`src/rtl/core/sata_command_descriptor_builder_core_assert.svh`:
```
// Assertion helpers for the descriptor builder core.
`ifndef SATA_COMMAND_DESCRIPTOR_BUILDER_CORE_ASSERT_SVH
`define SATA_COMMAND_DESCRIPTOR_BUILDER_CORE_ASSERT_SVH

// Same-cycle implication, checked out of reset.
`define SDB_ASSERT_NOW(label, clk, rst, cond, prop) \
   label: assert property (@(posedge clk) disable iff (rst) (cond) |-> (prop)) \
      else $error("sdb assertion failed");

// Next-cycle implication, checked out of reset.
`define SDB_ASSERT_NEXT(label, clk, rst, cond, prop) \
   label: assert property (@(posedge clk) disable iff (rst) (cond) |=> (prop)) \
      else $error("sdb assertion failed");

`endif

```
`src/rtl/core/sdb_pkg.sv`:
```
`default_nettype none
package sdb_pkg;

   localparam int unsigned MAX_ENTRIES       = 8;
   localparam int unsigned SECTORS_PER_ENTRY = 16;
   localparam int unsigned SLOT_COUNT        = 32;
   localparam int unsigned SECTOR_SHIFT      = 9;

   localparam int unsigned SLOT_W   = 5;
   localparam int unsigned ENTRY_W  = 4;
   localparam int unsigned SEC_W    = $clog2(SECTORS_PER_ENTRY);
   localparam int unsigned BYTES_W  = 13;
   localparam int unsigned ENTCALC_W = 17 - SEC_W;

   localparam logic [BYTES_W-1:0] FULL_BYTES_M1 =
      BYTES_W'((SECTORS_PER_ENTRY << SECTOR_SHIFT) - 1);
   localparam logic [63:0] REGION_STRIDE = 64'(SECTORS_PER_ENTRY << SECTOR_SHIFT);

   localparam logic [7:0] ATA_READ_DMA_EXT  = 8'h25;
   localparam logic [7:0] ATA_WRITE_DMA_EXT = 8'h35;

   typedef enum logic [1:0] {
      KIND_COMMAND = 2'd0,
      KIND_REGION  = 2'd1,
      KIND_ERROR   = 2'd2
   } kind_type;

   typedef enum logic [1:0] {
      ERR_NONE      = 2'd0,
      ERR_NO_SLOT   = 2'd1,
      ERR_BAD_COUNT = 2'd2
   } error_type;

   typedef enum logic [1:0] {
      ST_IDLE,
      ST_COMMAND,
      ST_REGION
   } back_state_type;

   typedef struct packed {
      logic              is_error;
      error_type         err;
      logic [SLOT_W-1:0] slot;
      logic              wr;
      logic [ENTRY_W-1:0] entries;
      logic [47:0]       lba;
      logic [15:0]       count;
      logic [63:0]       addr;
      logic [SEC_W-1:0]  last_m1;
   } job_type;

endpackage
`default_nettype wire

```
`src/rtl/core/sdb_front.sv`:
```
`default_nettype none
module sdb_front (
   input  wire logic                  req_opcode,
   input  wire logic [47:0]           req_lba,
   input  wire logic [15:0]           req_sector_count,
   input  wire logic [63:0]           req_buffer_address,
   input  wire logic [31:0]           req_busy_slots,
   output sdb_pkg::job_type           job
);

   logic [sdb_pkg::SLOT_COUNT-1:0]    free_slots;
   logic [sdb_pkg::SLOT_W-1:0]        slot;
   logic                              no_slot;
   logic [15:0]                       count_m1;
   logic [sdb_pkg::ENTCALC_W-1:0]     entries_full;
   logic                              bad_count;

   always_comb begin
      free_slots = ~req_busy_slots[sdb_pkg::SLOT_COUNT-1:0];
      slot = '0;
      for (int i = sdb_pkg::SLOT_COUNT - 1; i >= 0; i--) begin
         if (free_slots[i]) begin
            slot = sdb_pkg::SLOT_W'(i);
         end
      end
      no_slot = ~|free_slots;
   end

   assign count_m1     = req_sector_count - 16'd1;
   assign entries_full = sdb_pkg::ENTCALC_W'(count_m1 >> sdb_pkg::SEC_W)
                         + sdb_pkg::ENTCALC_W'(1);
   assign bad_count    = (req_sector_count == 16'd0)
                         || (entries_full > sdb_pkg::ENTCALC_W'(sdb_pkg::MAX_ENTRIES));

   always_comb begin
      job          = '0;
      job.slot     = slot;
      job.wr       = req_opcode;
      job.entries  = entries_full[sdb_pkg::ENTRY_W-1:0];
      job.lba      = req_lba;
      job.count    = req_sector_count;
      job.addr     = req_buffer_address;
      job.last_m1  = count_m1[sdb_pkg::SEC_W-1:0];
      job.err      = sdb_pkg::ERR_NONE;
      job.is_error = 1'b0;
      if (no_slot) begin
         job.is_error = 1'b1;
         job.err      = sdb_pkg::ERR_NO_SLOT;
      end else if (bad_count) begin
         job.is_error = 1'b1;
         job.err      = sdb_pkg::ERR_BAD_COUNT;
      end
   end

endmodule
`default_nettype wire

```
`src/rtl/core/sdb_queue.sv`:
```
`default_nettype none
module sdb_queue (
   input  wire logic              clock,
   input  wire logic              reset,
   input  wire logic              push,
   input  wire sdb_pkg::job_type  push_data,
   output logic                   full,
   input  wire logic              pop,
   output logic                   pop_valid,
   output sdb_pkg::job_type       pop_data
);

   sdb_pkg::job_type  mem_ff [2];
   logic              wr_ptr_ff;
   logic              wr_ptr_in;
   logic              rd_ptr_ff;
   logic              rd_ptr_in;
   logic [1:0]        count_ff;
   logic [1:0]        count_in;
   logic              do_push;
   logic              do_pop;

   assign full      = (count_ff == 2'd2);
   assign pop_valid = (count_ff != 2'd0);
   assign pop_data  = mem_ff[rd_ptr_ff];
   assign do_push   = push && !full;
   assign do_pop    = pop && pop_valid;

   always_comb begin
      wr_ptr_in = do_push ? ~wr_ptr_ff : wr_ptr_ff;
      rd_ptr_in = do_pop ? ~rd_ptr_ff : rd_ptr_ff;
      count_in  = count_ff;
      if (do_push && !do_pop) begin
         count_in = count_ff + 2'd1;
      end else if (do_pop && !do_push) begin
         count_in = count_ff - 2'd1;
      end
   end

   always_ff @(posedge clock) begin
      if (reset) begin
         wr_ptr_ff <= 1'b0;
         rd_ptr_ff <= 1'b0;
         count_ff  <= 2'd0;
      end else begin
         wr_ptr_ff <= wr_ptr_in;
         rd_ptr_ff <= rd_ptr_in;
         count_ff  <= count_in;
      end
   end

   always_ff @(posedge clock) begin
      if (do_push) begin
         mem_ff[wr_ptr_ff] <= push_data;
      end
   end

endmodule
`default_nettype wire

```
`src/rtl/core/sdb_back.sv`:
```
`default_nettype none
module sdb_back (
   input  wire logic                          clock,
   input  wire logic                          reset,
   input  wire logic                          q_valid,
   input  wire sdb_pkg::job_type              q_data,
   output logic                               q_pop,
   output logic                               rsp_valid,
   input  wire logic                          rsp_stall,
   output logic [1:0]                         rsp_item_kind,
   output logic [1:0]                         rsp_error_code,
   output logic [sdb_pkg::SLOT_W-1:0]         rsp_slot,
   output logic                               rsp_write_dir,
   output logic [sdb_pkg::ENTRY_W-1:0]        rsp_entry_count,
   output logic [7:0]                         rsp_ata_command,
   output logic [47:0]                        rsp_cmd_lba,
   output logic [15:0]                        rsp_cmd_sectors,
   output logic [63:0]                        rsp_region_address,
   output logic [sdb_pkg::BYTES_W-1:0]        rsp_region_bytes_m1,
   output logic                               rsp_irq_on_done,
   output logic                               rsp_last
);

   sdb_pkg::back_state_type            state_ff, state_in;
   sdb_pkg::job_type                   job_ff, job_in;
   logic [63:0]                        addr_ff, addr_in;
   logic [sdb_pkg::ENTRY_W-1:0]        left_ff, left_in;
   logic                               valid_ff, valid_in;
   logic                               out_free;
   logic                               emit;
   logic                               finish;

   logic [1:0]                         kind_ff, kind_in;
   logic [1:0]                         err_ff, err_in;
   logic [sdb_pkg::SLOT_W-1:0]         slot_ff, slot_in;
   logic                               wdir_ff, wdir_in;
   logic [sdb_pkg::ENTRY_W-1:0]        ent_ff, ent_in;
   logic [7:0]                         ata_ff, ata_in;
   logic [47:0]                        lba_ff, lba_in;
   logic [15:0]                        sect_ff, sect_in;
   logic [63:0]                        raddr_ff, raddr_in;
   logic [sdb_pkg::BYTES_W-1:0]        bytes_ff, bytes_in;
   logic                               irq_ff, irq_in;
   logic                               last_ff, last_in;

   assign out_free = !valid_ff || !rsp_stall;

   always_comb begin
      state_in = state_ff;
      job_in   = job_ff;
      addr_in  = addr_ff;
      left_in  = left_ff;
      q_pop    = 1'b0;
      emit     = 1'b0;
      finish   = 1'b0;
      kind_in  = sdb_pkg::KIND_COMMAND;
      err_in   = sdb_pkg::ERR_NONE;
      slot_in  = '0;
      wdir_in  = 1'b0;
      ent_in   = '0;
      ata_in   = '0;
      lba_in   = '0;
      sect_in  = '0;
      raddr_in = '0;
      bytes_in = '0;
      irq_in   = 1'b0;
      last_in  = 1'b0;
      unique case (state_ff)
         sdb_pkg::ST_IDLE: begin
            if (q_valid) begin
               q_pop    = 1'b1;
               job_in   = q_data;
               state_in = sdb_pkg::ST_COMMAND;
            end
         end
         sdb_pkg::ST_COMMAND: begin
            if (out_free) begin
               emit = 1'b1;
               if (job_ff.is_error) begin
                  kind_in = sdb_pkg::KIND_ERROR;
                  err_in  = job_ff.err;
                  last_in = 1'b1;
                  finish  = 1'b1;
               end else begin
                  kind_in  = sdb_pkg::KIND_COMMAND;
                  slot_in  = job_ff.slot;
                  wdir_in  = job_ff.wr;
                  ent_in   = job_ff.entries;
                  ata_in   = job_ff.wr ? sdb_pkg::ATA_WRITE_DMA_EXT
                                       : sdb_pkg::ATA_READ_DMA_EXT;
                  lba_in   = job_ff.lba;
                  sect_in  = job_ff.count;
                  addr_in  = job_ff.addr;
                  left_in  = job_ff.entries;
                  state_in = sdb_pkg::ST_REGION;
               end
            end
         end
         sdb_pkg::ST_REGION: begin
            if (out_free) begin
               emit     = 1'b1;
               kind_in  = sdb_pkg::KIND_REGION;
               wdir_in  = job_ff.wr;
               irq_in   = job_ff.wr;
               raddr_in = addr_ff;
               addr_in  = addr_ff + sdb_pkg::REGION_STRIDE;
               left_in  = left_ff - sdb_pkg::ENTRY_W'(1);
               if (left_ff == sdb_pkg::ENTRY_W'(1)) begin
                  bytes_in = sdb_pkg::BYTES_W'({job_ff.last_m1,
                                                {sdb_pkg::SECTOR_SHIFT{1'b1}}});
                  last_in  = 1'b1;
                  finish   = 1'b1;
               end else begin
                  bytes_in = sdb_pkg::FULL_BYTES_M1;
               end
            end
         end
         default: begin
            state_in = sdb_pkg::ST_IDLE;
         end
      endcase
      if (finish) begin
         if (q_valid) begin
            q_pop    = 1'b1;
            job_in   = q_data;
            state_in = sdb_pkg::ST_COMMAND;
         end else begin
            state_in = sdb_pkg::ST_IDLE;
         end
      end
      valid_in = out_free ? emit : valid_ff;
   end

   always_ff @(posedge clock) begin
      if (reset) begin
         state_ff <= sdb_pkg::ST_IDLE;
         valid_ff <= 1'b0;
      end else begin
         state_ff <= state_in;
         valid_ff <= valid_in;
      end
   end

   always_ff @(posedge clock) begin
      job_ff  <= job_in;
      addr_ff <= addr_in;
      left_ff <= left_in;
      if (emit) begin
         kind_ff  <= kind_in;
         err_ff   <= err_in;
         slot_ff  <= slot_in;
         wdir_ff  <= wdir_in;
         ent_ff   <= ent_in;
         ata_ff   <= ata_in;
         lba_ff   <= lba_in;
         sect_ff  <= sect_in;
         raddr_ff <= raddr_in;
         bytes_ff <= bytes_in;
         irq_ff   <= irq_in;
         last_ff  <= last_in;
      end
   end

   assign rsp_valid           = valid_ff;
   assign rsp_item_kind       = kind_ff;
   assign rsp_error_code      = err_ff;
   assign rsp_slot            = slot_ff;
   assign rsp_write_dir       = wdir_ff;
   assign rsp_entry_count     = ent_ff;
   assign rsp_ata_command     = ata_ff;
   assign rsp_cmd_lba         = lba_ff;
   assign rsp_cmd_sectors     = sect_ff;
   assign rsp_region_address  = raddr_ff;
   assign rsp_region_bytes_m1 = bytes_ff;
   assign rsp_irq_on_done     = irq_ff;
   assign rsp_last            = last_ff;

endmodule
`default_nettype wire

```
`src/rtl/core/sata_command_descriptor_builder_core.sv`:
```
`default_nettype none
// Builds AHCI-style command descriptors: each accepted request yields one command
// beat (lowest free slot, direction, region count, ATA opcode, LBA, sector count)
// followed by one region beat per 16 sectors, 8 KiB each but the last may be
// shorter, or a single error beat when no slot is free or the count is zero or
// needs more than eight regions. The result side sends one beat per cycle unless
// rsp_stall holds it, so a request yields entries + 1 beats (2 to 9), or one for
// an error; the output register of the back end sets that rate. A two-entry queue
// between the front end and the back end lets two more requests be taken while
// one is being sent. There is no configuration and nothing to clear after reset.
`include "sata_command_descriptor_builder_core_assert.svh"
module sata_command_descriptor_builder_core (
   input  wire logic                          clock,
   input  wire logic                          reset,
   input  wire logic                          req_valid,
   output logic                               req_stall,
   input  wire logic                          req_opcode,
   input  wire logic [47:0]                   req_lba,
   input  wire logic [15:0]                   req_sector_count,
   input  wire logic [63:0]                   req_buffer_address,
   input  wire logic [31:0]                   req_busy_slots,
   output logic                               rsp_valid,
   input  wire logic                          rsp_stall,
   output logic [1:0]                         rsp_item_kind,
   output logic [1:0]                         rsp_error_code,
   output logic [sdb_pkg::SLOT_W-1:0]         rsp_slot,
   output logic                               rsp_write_dir,
   output logic [sdb_pkg::ENTRY_W-1:0]        rsp_entry_count,
   output logic [7:0]                         rsp_ata_command,
   output logic [47:0]                        rsp_cmd_lba,
   output logic [15:0]                        rsp_cmd_sectors,
   output logic [63:0]                        rsp_region_address,
   output logic [sdb_pkg::BYTES_W-1:0]        rsp_region_bytes_m1,
   output logic                               rsp_irq_on_done,
   output logic                               rsp_last
);

   sdb_pkg::job_type  front_job;
   sdb_pkg::job_type  q_data;
   logic              q_full;
   logic              q_valid;
   logic              q_pop;

   sdb_front u_front (
      .req_opcode         (req_opcode),
      .req_lba            (req_lba),
      .req_sector_count   (req_sector_count),
      .req_buffer_address (req_buffer_address),
      .req_busy_slots     (req_busy_slots),
      .job                (front_job)
   );

   sdb_queue u_queue (
      .clock     (clock),
      .reset     (reset),
      .push      (req_valid),
      .push_data (front_job),
      .full      (q_full),
      .pop       (q_pop),
      .pop_valid (q_valid),
      .pop_data  (q_data)
   );

   assign req_stall = q_full;

   sdb_back u_back (
      .clock               (clock),
      .reset               (reset),
      .q_valid             (q_valid),
      .q_data              (q_data),
      .q_pop               (q_pop),
      .rsp_valid           (rsp_valid),
      .rsp_stall           (rsp_stall),
      .rsp_item_kind       (rsp_item_kind),
      .rsp_error_code      (rsp_error_code),
      .rsp_slot            (rsp_slot),
      .rsp_write_dir       (rsp_write_dir),
      .rsp_entry_count     (rsp_entry_count),
      .rsp_ata_command     (rsp_ata_command),
      .rsp_cmd_lba         (rsp_cmd_lba),
      .rsp_cmd_sectors     (rsp_cmd_sectors),
      .rsp_region_address  (rsp_region_address),
      .rsp_region_bytes_m1 (rsp_region_bytes_m1),
      .rsp_irq_on_done     (rsp_irq_on_done),
      .rsp_last            (rsp_last)
   );

   `SDB_ASSERT_NOW(a_error_is_last, clock, reset,
      rsp_valid && (rsp_item_kind == sdb_pkg::KIND_ERROR), rsp_last)
   `SDB_ASSERT_NOW(a_region_irq_dir, clock, reset,
      rsp_valid && (rsp_item_kind == sdb_pkg::KIND_REGION),
      rsp_irq_on_done == rsp_write_dir)
   `SDB_ASSERT_NOW(a_command_entries, clock, reset,
      rsp_valid && (rsp_item_kind == sdb_pkg::KIND_COMMAND),
      (rsp_entry_count != '0) && !rsp_last &&
      (rsp_entry_count <= sdb_pkg::ENTRY_W'(sdb_pkg::MAX_ENTRIES)))
   `SDB_ASSERT_NEXT(a_command_then_region, clock, reset,
      rsp_valid && !rsp_stall && (rsp_item_kind == sdb_pkg::KIND_COMMAND),
      !rsp_valid || (rsp_item_kind == sdb_pkg::KIND_REGION))

endmodule
`default_nettype wire

```
`config.mk`:
```
export PLATFORM = sky130hd
export DESIGN_NAME = sata_command_descriptor_builder_core
export DESIGN_NICKNAME = d
export VERILOG_FILES = /design/src/rtl/core/sdb_pkg.sv /design/src/rtl/core/sdb_front.sv /design/src/rtl/core/sdb_queue.sv /design/src/rtl/core/sdb_back.sv /design/src/rtl/core/sata_command_descriptor_builder_core.sv
export VERILOG_INCLUDE_DIRS = /design/src /design/src/rtl/core
export SDC_FILE = /design/constraint.sdc
export NUM_CORES = 1
export LEC_CHECK = 0
export ABC_AREA = 1
export BUFFER_PORTS_ARGS = -buffer_cell sky130_fd_sc_hd__buf_4
export CAP_MARGIN = 20
export CORE_ASPECT_RATIO = 1.5
export CORE_MARGIN = 2
export CORE_UTILIZATION = 30
export DETAILED_ROUTE_END_ITERATION = 8
export GPL_TIMING_DRIVEN = 0
export MAX_ROUTING_LAYER = met4
export PLACE_DENSITY = 0.42
export SKIP_CTS_REPAIR_TIMING = 1
export SLEW_MARGIN = 30
export SYNTH_ARGS = -nofsm -noshare
export SYNTH_HDL_FRONTEND = slang
export SYNTH_HIERARCHICAL = 1
export SYNTH_SLANG_ARGS = --single-unit
```
`constraint.sdc`:
```
create_clock -name clock -period 8.4 [get_ports clock]
set_input_delay 0.42 -clock clock [delete_from_list [all_inputs] [get_ports clock]]
set_output_delay 0.42 -clock clock [all_outputs]
set_load 0.05 [all_outputs]
```
==> out/metrics.csv, run 1 <==
metric,value,unit
power_density,404.8,nW/um^2
yosysUniqueCellTypes,44,
postLayoutSetupSlackWorst,4.465,ns
grt_util_all_layers,17.17,%
net_switching_power_figure,6.030,mW
synth-adder-area-share,0.3814,%
mappedNetlistArea,29520,um^2
internal-power,8.957,mW
synth_seq_area_share,67.07,%
ordered_cell_list_for_the_critical_path,inv_1 -> ha_1 -> nand2_1 -> a21oi_2 -> nand2_2 -> nand2_8 -> buf_16 -> buf_16 -> inv_2 -> buf_6 -> buf_2 -> nor2_1 -> nand2_1 -> ha_1 -> inv_1 -> nand3_1 -> nand2_1 -> inv_1 -> nor2_1,
path_clk_slew,0.06,ns
clock.fmax,0.2541,GHz
place_hpwl,63.11,mm
slew-limit-headroom,40.48,%
maxCapViolCount,0,
numPortBuffers,214,
cts_tree,built,
worst-endpoint-arrival,4.52,ns
layout_min_cycle_time,3.935,ns
ir_worst_vdd,0.2076,mV
violation_count_after_the_first_detailed_route_iteration,941,
die-width,260.1,um
logic_pwr_share,40.2,%
holdCritPathClass,input port to flop,
fin_nets,3118,
grt_max_degree,71,
core_ar,97390,um^2
timing.critical_path.slowest_cell_delay,0.37,ns
cp-start-kind,flop,
boundaryPins,332,
ys_seq_elements,662,
remaining_drc_errors,0,
yosys_warnings,6,
vias_in_the_first_global_route,19640,
synth_compound_area_share,3.793,%
cts.path.max_buffers,3,
post_synth.cell_area_avg,11.75,um^2
postRouteWirelength,85.05,mm
hold_depth,2,
worst_tran_pin_value,0.8928,ns
pre_cts_ws,4.439,ns
clock_power_share,21.6,%
final_cell_mix,"654 x sky130_fd_sc_hd__edfxtp_1, 459 x sky130_fd_sc_hd__nor2_1, 412 x sky130_fd_sc_hd__nand2_1",
htree_levels,3,
cts_num_sinks,662,
core.rowCount,140,
synth_top_family_by_area,simple AND/OR/NAND/NOR gates,
grt_setup_unrepaired,no,
hold_viol,0,
globalplace.congestion,0.8950,
drtAntennaViolNets,0,
worstPathRequired,8.98,ns
area_growth,25.42,%
final.setup_skew,0.02193,ns
setup-violations-final,0,
fp.dieArea,101000,um^2
power.static_leakage,14.38,nW
initial_core_util,30.31,%
synthesized_netlist_cell_count,2512,
total_power,14.99,mW
viasPerCell,4.457,
drive_gt1_share,24.35,%
most_common_library_cell_in_the_layout_ignoring_fill_and_taps,sky130_fd_sc_hd__edfxtp_1,
seq_power_share,38.2,%
drt-pass1-iter-count,5,
worst_path_max_delay_cell,sky130_fd_sc_hd__buf_16,
worst_r2r_path_depth,19,
worst-path-max-fanout,70,
synth_xor_xnor_area_share,0.7374,%
post_synth_mux_area_share,6.167,%
sw_frac_of_total,40.23,%
status,"finished, final reports clean",
post_synth_and_or_nand_nor_area_fraction,13.81,%
gr-total-overflow,0,
post-route-period-util,46.85,%
die_h,388.2,um
cts_made_buffers,72,
endpoint_kind,flop,
grt_first_pass_wirelength,123.8,mm
crit_type,flop to flop,
r2r_setup_slack,4.46,ns
clock_root_buffer,sky130_fd_sc_hd__clkbuf_16,
slew_viol_final,0,
clkLatencyLatePin,0.65,ns
grt_antenna_before_repair,12,
routed-via-count,19140,
avgRoutedWirePerCell,19.81,um
## worst max-delay path, delay by kind of cell (launching register included)
family | cells | cell delay (ns)
AO/OA/AOI/OAI | 1 | 0.19
buffers and inverters | 8 | 1.32
AND/OR/NAND/NOR | 8 | 1.25
adder cells (fa/ha/maj) | 2 | 0.67
flip-flops | 1 | 0.36
## cells by family after synthesis
logic type | Yosys count
AND/OR/NAND/NOR | 1004
buffers and inverters | 452
adder cells (fa/ha/maj) | 9
flip-flops | 662
XOR/XNOR | 24
AO/OA/AOI/OAI | 215
multiplexers | 145
other | 1
## synth_stat cells, drive strengths merged
library cell  number  area, um^2
nor2             477        1871
a22oi              1       12.51
a21oi            160       804.5
and2               1       8.760
nand3             66       330.3
nor3b              1       18.77
o2bb2ai            1       8.760
nand2            419        1590
ha                 9       112.6
nand4             20       125.1
mux2             145        1821
conb               1       3.750
inv              216       810.8
xor2              16       147.7
edfxtp           654       19640
o21a               2       15.01
o21ai             34       170.2
a31oi             15       93.84
buf              202        1423
nand3b             1       7.510
or3                2       12.51
dfxtp              8       160.2
xnor2              8       70.07
clkbuf            34       137.6
nor3              12       76.33
o21bai             2       15.01
or2                3       18.77
nor4               2       18.77
## stage by stage
step	hold WS (ns)	cells	TNS, ns	area, um^2	util, %
2_1_floorplan	0.4645	2515	0	29530	-
3_3_place_gp	0.4743	4007	-1279.82	32740	33.62
3_5_place_dp	0.4939	4034	0	33470	34.37
4_1_cts	-0.1077	4166	0	35850	36.81
5_1_grt	0.04636	4292	0	37020	38.01
6_report	0.06854	4293	0	37030	38.02
## power by group through the flow
stage          combinational, mW  sequential (mW)  clock, mW
4_1_cts                     6.11             5.74       3.36
2_1_floorplan               2.74             6.93          0
5_1_grt                     6.55             5.84       3.47
3_5_place_dp                6.09             5.80          0
3_3_place_gp                5.74             6.05          0
6_report                    6.02             5.73       3.24
## metal layers
layer | wire (um) | track usage [%]
met2 | 45330 | 31.18
met5 | 0 | -
met4 | 2098 | 5.610
met3 | 5735 | 4.747
met1 | 31880 | 17.68
## path summary, 6_finish.rpt
path / startpoint / to
min: req_sector_count[1] / u_queue/mem_ff[1][69]
max reg2reg: u_back/state_ff[1] / u_queue/count_ff[1]
max: u_back/state_ff[1] / u_queue/count_ff[1]
min reg2reg: u_queue/rd_ptr_ff / u_queue/rd_ptr_ff
## final cells by class
class	count	area, um^2
fill	9573	60370
sequential	662	19800
multi-input combinational	1401	7408
timing repair buffer	355	3431
clock buffer	87	1901
tap	1278	1599
buffer	236	1560
inverter	216	818.3
clock inverter	45	476.7
antenna	13	32.53
No activity file was read; power rests on OpenSTA's default activity.
==> run 2: changes to the inputs <==
--- a/config.mk
+++ b/config.mk
@@ -15,7 +15,7 @@
 export DETAILED_ROUTE_END_ITERATION = 8
 export GPL_TIMING_DRIVEN = 0
 export MAX_ROUTING_LAYER = met4
-export PLACE_DENSITY = 0.42
+export PLACE_DENSITY = 0.44
 export SKIP_CTS_REPAIR_TIMING = 1
 export SLEW_MARGIN = 30
 export SYNTH_ARGS = -nofsm -noshare
==> constraint.sdc (replaced) <==
create_clock -name clock -period 3.4 [get_ports clock]
set_input_delay 0.17 -clock clock [delete_from_list [all_inputs] [get_ports clock]]
set_output_delay 0.17 -clock clock [all_outputs]
set_load 0.05 [all_outputs]
==> run 2 against run 1 <==
  * Critical path type unchanged
  * Critical endpoint unchanged
  * Sequential power increased by 150%
  * Power up 150%
  * Core utilization grew 0.32 points
  * Worst setup slack got worse by 4.3 ns
  * Critical path depth unchanged
  * First-iteration DRC count up 7.1%
==> out/metrics.csv, run 2 (synthesis gave the netlist of run 1 again) <==
metric,value,unit
vias_in_the_first_global_route,19530,
grt_util_met3,4.754,%
area_used_by_multi_input_combinational_logic,7437,um^2
crit_type,flop to flop,
grt_max_degree,61,
boundaryPins,332,
logic_pwr_share,41.2,%
slew_viol_final,0,
area_growth,26.48,%
final.setup_skew,0.03366,ns
avgRoutedWirePerCell,19.67,um
htree_levels,3,
cts_tree,built,
post-route-period-util,94.13,%
fillers,9601,
setup-tns-final,0,ns
grt_antenna_before_repair,12,
internal-power,21.97,mW
worst-endpoint-arrival,3.79,ns
holdCritPathClass,input port to flop,
most_common_library_cell_in_the_layout_ignoring_fill_and_taps,sky130_fd_sc_hd__edfxtp_1,
stdcell_area,37340,um^2
cts.path.max_buffers,3,
final_cell_mix,"654 x sky130_fd_sc_hd__edfxtp_1, 458 x sky130_fd_sc_hd__nor2_1, 411 x sky130_fd_sc_hd__nand2_1",
drive_gt1_share,24.33,%
die-width,260.1,um
layout_min_cycle_time,3.200,ns
gr-total-overflow,0,
ir_worst_vdd,0.5229,mV
fp.dieArea,101000,um^2
grt_first_pass_wirelength,121.5,mm
slew-limit-headroom,36.67,%
hold_viol,0,
drtAntennaViolNets,0,
grt_setup_unrepaired,no,
drt-pass1-iter-count,5,
grt_util_met2,29.70,%
met1_usage,17.62,%
cts_made_buffers,71,
setup-violations-final,0,
die_h,388.2,um
initial_core_util,30.31,%
place_hpwl,62.80,mm
register_area,19800,um^2
net_switching_power_figure,14.92,mW
cp-start-kind,flop,
clkLatencyLatePin,0.66,ns
worst-path-max-fanout,16,
remaining_drc_errors,0,
power_density,988.1,nW/um^2
path_clk_slew,0.06,ns
cts_num_sinks,662,
core.rowCount,140,
sw_frac_of_total,40.45,%
core_ar,97390,um^2
viasPerCell,4.436,
violation_count_after_the_first_detailed_route_iteration,1008,
clock_power_share,20.5,%
global_route.peak_usage_layer,met2,
grt_util_all_layers,16.84,%
seq_power_share,38.3,%
worstPathRequired,3.99,ns
fin_nets,3150,
worst_tran_pin_value,0.9499,ns
power.static_leakage,14.51,nW
postRouteWirelength,85.03,mm
numPortBuffers,214,
placed_cell_area,33590,um^2
clock.fmax,0.3125,GHz
clock_root_buffer,sky130_fd_sc_hd__clkbuf_16,
status,"finished, final reports clean",
endpoint_kind,flop,
maxCapViolCount,0,
routed-via-count,19180,
total_power,36.89,mW
globalplace.congestion,0.8554,
run 2: final cells by class:
| type | instances | share of cell area, % |
|---|---|---|
| Sequential cell | 662 | 53.03 |
| Multi-Input combinational cell | 1402 | 19.92 |
| Timing Repair Buffer | 387 | 10.35 |
| Clock buffer | 88 | 4.986 |
| Tap cell | 1278 | 4.283 |
| Buffer | 236 | 4.182 |
| Inverter | 216 | 2.181 |
| Clock inverter | 42 | 0.9852 |
| Antenna cell | 12 | 0.08042 |
run 2: critical path, cell delays in order, from the launching register on:
cell and delay, ns:
sky130_fd_sc_hd__dfxtp_1 0.36, sky130_fd_sc_hd__inv_1 0.10, sky130_fd_sc_hd__ha_4 0.31, sky130_fd_sc_hd__nand2_2 0.09
sky130_fd_sc_hd__a21oi_2 0.13, sky130_fd_sc_hd__nand2_2 0.17, sky130_fd_sc_hd__nand2_8 0.18, sky130_fd_sc_hd__buf_16 0.21
sky130_fd_sc_hd__buf_16 0.18, sky130_fd_sc_hd__inv_2 0.05, sky130_fd_sc_hd__buf_6 0.17, sky130_fd_sc_hd__buf_2 0.20
sky130_fd_sc_hd__nor2_2 0.18, sky130_fd_sc_hd__nand2_1 0.08, sky130_fd_sc_hd__ha_1 0.31, sky130_fd_sc_hd__inv_1 0.09
sky130_fd_sc_hd__nand3_1 0.07, sky130_fd_sc_hd__nand2_1 0.06, sky130_fd_sc_hd__inv_1 0.04, sky130_fd_sc_hd__nor2_1 0.12
run 2: per-layer routing:
layer	up-vias	wire length [um]
met3	125	5367
met4	0	2688
met2	515	44580
li1	9327	-
met1	9211	32400
met5	-	0
run 2: final timing paths:
kind | from | endpoint | slack, ns | depth (start not counted)
worst max register to register | u_back/state_ff[1] | u_queue/count_ff[1] | 0.20 | 19
worst min-delay path | req_busy_slots[3] | u_queue/mem_ff[0][139] | 0.04 | 3
worst min register to register | u_queue/rd_ptr_ff | u_queue/rd_ptr_ff | 0.49 | 2
worst max-delay path | u_back/state_ff[1] | u_queue/count_ff[1] | 0.20 | 19
run 2: metrics by stage:
stage | util (%) | hold WS [ns] | cells | setup WS, ns
after floorplan | - | 0.2317 | 2515 | -1.396
after detailed placement | 34.49 | 0.3577 | 4038 | -0.3725
after global placement | 33.65 | 0.3576 | 4007 | -4.548
after CTS | 36.78 | -0.3587 | 4168 | -0.3723
final | 38.34 | 0.03750 | 4323 | 0.1996
after global routing | 38.33 | 0.02899 | 4321 | 0.01151
run 2: power by group through the flow:
stage	registers [mW]	logic (mW)	clock network, mW
2_1_floorplan	17.0	6.81	0
3_3_place_gp	14.3	12.9	0
3_5_place_dp	14.3	15.1	0
4_1_cts	14.2	15.1	7.84
5_1_grt	14.4	16.5	8.12
6_report	14.1	15.2	7.56
==> run 3: changes to the inputs <==
--- a/config.mk
+++ b/config.mk
@@ -11,14 +11,14 @@
 export CAP_MARGIN = 20
 export CORE_ASPECT_RATIO = 1.5
 export CORE_MARGIN = 2
-export CORE_UTILIZATION = 30
+export CORE_UTILIZATION = 52
 export DETAILED_ROUTE_END_ITERATION = 8
 export GPL_TIMING_DRIVEN = 0
 export MAX_ROUTING_LAYER = met4
-export PLACE_DENSITY = 0.44
+export PLACE_DENSITY = 0.72
+export SETUP_SLACK_MARGIN = 0.3
 export SKIP_CTS_REPAIR_TIMING = 1
 export SLEW_MARGIN = 30
 export SYNTH_ARGS = -nofsm -noshare
 export SYNTH_HDL_FRONTEND = slang
-export SYNTH_HIERARCHICAL = 1
 export SYNTH_SLANG_ARGS = --single-unit
==> run 3 against run 2 <==
  * The flow now finishes with violations (negative setup slack)
  * First-iteration DRC count grew 26%
  * Flip-flop and latch count is the same
  * Maximum frequency shrank 8.2%
  * Worst setup slack lost 0.29 ns
  * Synthesized cell count shrank 12%
  * Via count shrank 7.2%
  * Register-to-register slack lost 0.29 ns
  * Critical path depth is the same
  * Design area shrank 12%
  * Non-clock buffer count shrank 12
  * Sequential power shrank 4%
  * Critical path type unchanged
  * Critical endpoint is now u_back.addr_ff[59]
  * Largest cell class unchanged
==> out/metrics.csv, run 3 <==
metric,value,unit
drtAntennaViolNets,0,
ordered_cell_list_for_the_critical_path,ha_2 -> nand4_1 -> nor2_2 -> inv_2 -> nor2_4 -> nand4_4 -> nor4_4 -> nand3_2 -> nor3_4 -> nand4_1 -> inv_1 -> nand2_2 -> nor2_4 -> inv_2 -> nor2_4 -> nand3_2 -> xor2_1 -> nand2_1 -> nand2_1,
setup-tns-final,-0.1690,ns
htree_levels,2,
synth_common_cells,"510 x sky130_fd_sc_hd__edfxtp_1, 486 x sky130_fd_sc_hd__nand2_1, 354 x sky130_fd_sc_hd__nor2_1",
cts_num_sinks,662,
violation_count_after_the_first_detailed_route_iteration,1274,
postRouteWirelength,62.84,mm
clock_root_buffer,sky130_fd_sc_hd__clkbuf_16,
placed_cell_area,29480,um^2
cp-start-kind,flop,
layout_min_cycle_time,3.487,ns
synthFlopType,sky130_fd_sc_hd__edfxtp_1,
grt_first_pass_wirelength,92.04,mm
fp.dieArea,50590,um^2
die-width,184.3,um
viasPerCell,5.097,
post_synth.cell_area_avg,11.48,um^2
total_power,33.60,mW
r2r_setup_slack,-0.09,ns
synth_top_area_cell,sky130_fd_sc_hd__edfxtp_1,
critical_path.top_delay_family,simple AND/OR/NAND/NOR gates,
endpoint_kind,flop,
stdcell_area,33020,um^2
synth_seq_area_share,72.38,%
remaining_drc_errors,0,
failed_checks,negative setup slack,
power.static_leakage,13.71,nW
numPortBuffers,327,
core.rowCount,99,
setup-violations-final,4,
worstPathRequired,3.75,ns
largest_register_ffs,290,
ir_worst_vdd,0.6480,mV
synthArstFlopShare,0,%
core_ar,48430,um^2
grt_util_all_layers,24.58,%
path_clk_slew,0.07,ns
status,finished with violations,
worstReg2RegStart,u_back.addr_ff[14],
worst-path-max-fanout,3,
globalplace.congestion,0.9234,
worst-endpoint-arrival,3.84,ns
area_growth,30.19,%
boundaryPins,332,
clkLatencyLatePin,0.60,ns
slew-limit-headroom,38.53,%
worst_path_max_delay_cell,sky130_fd_sc_hd__edfxtp_1,
final_cell_mix,"510 x sky130_fd_sc_hd__edfxtp_1, 485 x sky130_fd_sc_hd__nand2_1, 357 x sky130_fd_sc_hd__buf_4",
timing.critical_path.slowest_cell_delay,0.38,ns
fillers,3401,
power_density,1018,nW/um^2
synth.most_common_cell,sky130_fd_sc_hd__edfxtp_1,
timing.hold.worst.start,req_busy_slots[8],
gr-total-overflow,0,
avgRoutedWirePerCell,18.00,um
vias_in_the_first_global_route,17270,
post-route-period-util,102.5,%
postLayoutSetupSlackWorst,-0.08663,ns
synth.top_cells.by_area,"sky130_fd_sc_hd__edfxtp_1 60%, sky130_fd_sc_hd__dfxtp_1 12%, sky130_fd_sc_hd__nand2_1 7.2%, sky130_fd_sc_hd__nor2_1 5.2%, sky130_fd_sc_hd__a31oi_1 3.7%",
grt_antenna_before_repair,8,
hold_viol,0,
most_common_library_cell_in_the_layout_ignoring_fill_and_taps,sky130_fd_sc_hd__edfxtp_1,
hold_depth,3,
synthesized_netlist_cell_count,2209,
grt_max_degree,29,
holdCritPathClass,input port to flop,
hold_end,u_queue.mem_ff[0][139],
fin_nets,2954,
worst_r2r_path_depth,19,
critPathBufInv,3,
crit_path_frequent_cell,sky130_fd_sc_hd__nor2_4,
final.setup_skew,0.01651,ns
cts_tree,built,
rr_endpoint,u_back.addr_ff[59],
drive_gt1_share,19.88,%
yosys_warnings,0,
grt_setup_unrepaired,yes,
initial_core_util,52.37,%
synth-edff-count,510,
place_hpwl,44.39,mm
max_flop_register,u_queue.mem_ff,
routed-via-count,17790,
fin_worst_hold_slack,0.02976,ns
drt-pass1-iter-count,5,
yosysUniqueCellTypes,43,
largest_registers,"u_queue.mem_ff (290), u_back.job_ff (144)",
post_synth_top_area_share,60.38,%
slew_viol_final,0,
worst_tran_pin_value,0.9221,ns
cts_made_buffers,58,
clock.fmax,0.2868,GHz
cts.path.max_buffers,3,
die_h,274.5,um
maxCapViolCount,0,
crit_type,flop to flop,
ys_seq_elements,662,
mappedNetlistArea,25360,um^2
-- run 3: tightest hold or removal path: stages --
cell and delay, ns:
sky130_fd_sc_hd__buf_4 0.12, sky130_fd_sc_hd__nand4_1 0.08, sky130_fd_sc_hd__a21oi_1 0.09
-- run 3: worst max path at each step --
stage	startpoint	to	slack, ns	cells past startpoint
global route	u_back.addr_ff[14]	u_back.addr_ff[59]	-0.27	19
floorplan	u_back.state_ff[0]	u_queue.count_ff[1]	-1.42	18
global placement	u_queue.count_ff[0]	u_queue.mem_ff[1][33]	-3.80	2
CTS	u_back.addr_ff[13]	u_back.addr_ff[57]	-0.13	18
finish	u_back.addr_ff[14]	u_back.addr_ff[59]	-0.09	19
detailed placement	u_back.addr_ff[14]	u_back.addr_ff[57]	-0.08	18
-- run 3: report_power, final --
group / total, mW / internal [mW] / switching (mW) / leakage (nW)
logic: 13.3 / 4.09 / 9.20 / 6.63
registers: 13.6 / 12.2 / 1.32 / 6.12
clock network: 6.73 / 3.80 / 2.93 / 0.957
total: 33.6 / 20.1 / 13.5 / 13.7
-- run 3: metrics by stage --
step	util [%]	cells	setup slack [ns]
after global routing	68.17	3491	-0.2725
after global placement	59.41	3195	-3.799
final	68.17	3491	-0.08663
after CTS	64.90	3330	-0.1326
after floorplan	-	2212	-1.425
after detailed placement	60.86	3221	-0.08345
-- run 3: layout make-up --
cell class	instances	area, um^2	area share (%)
antenna	8	20.02	0.06063
buffer	105	504.2	1.527
clock buffer	68	1540	4.665
clock inverter	41	417.9	1.266
inverter	221	834.6	2.528
multi-input combinational	1224	5882	17.81
sequential	662	18360	55.61
tap	656	820.8	2.486
timing repair buffer	506	4637	14.04
-- run 3: logic make-up after synthesis --
kind of cell | share of synthesized area [%]
XOR/XNOR | 1.278
other | 0.01479
flip-flops | 72.38
AND/OR/NAND/NOR | 15.18
buffers and inverters | 5.062
adder cells (fa/ha/maj) | 0.5427
AO/OA/AOI/OAI | 5.545
-- run 3: routing by layer --
layer | GRT usage, % | vias to the layer above | share of wire (%)
li1 | - | 8601 | -
met1 | 25.45 | 8449 | 36
met2 | 45.23 | 599 | 55
met3 | 4.795 | 144 | 5.6
met4 | 9.979 | 0 | 3.5
met5 | - | - | 0
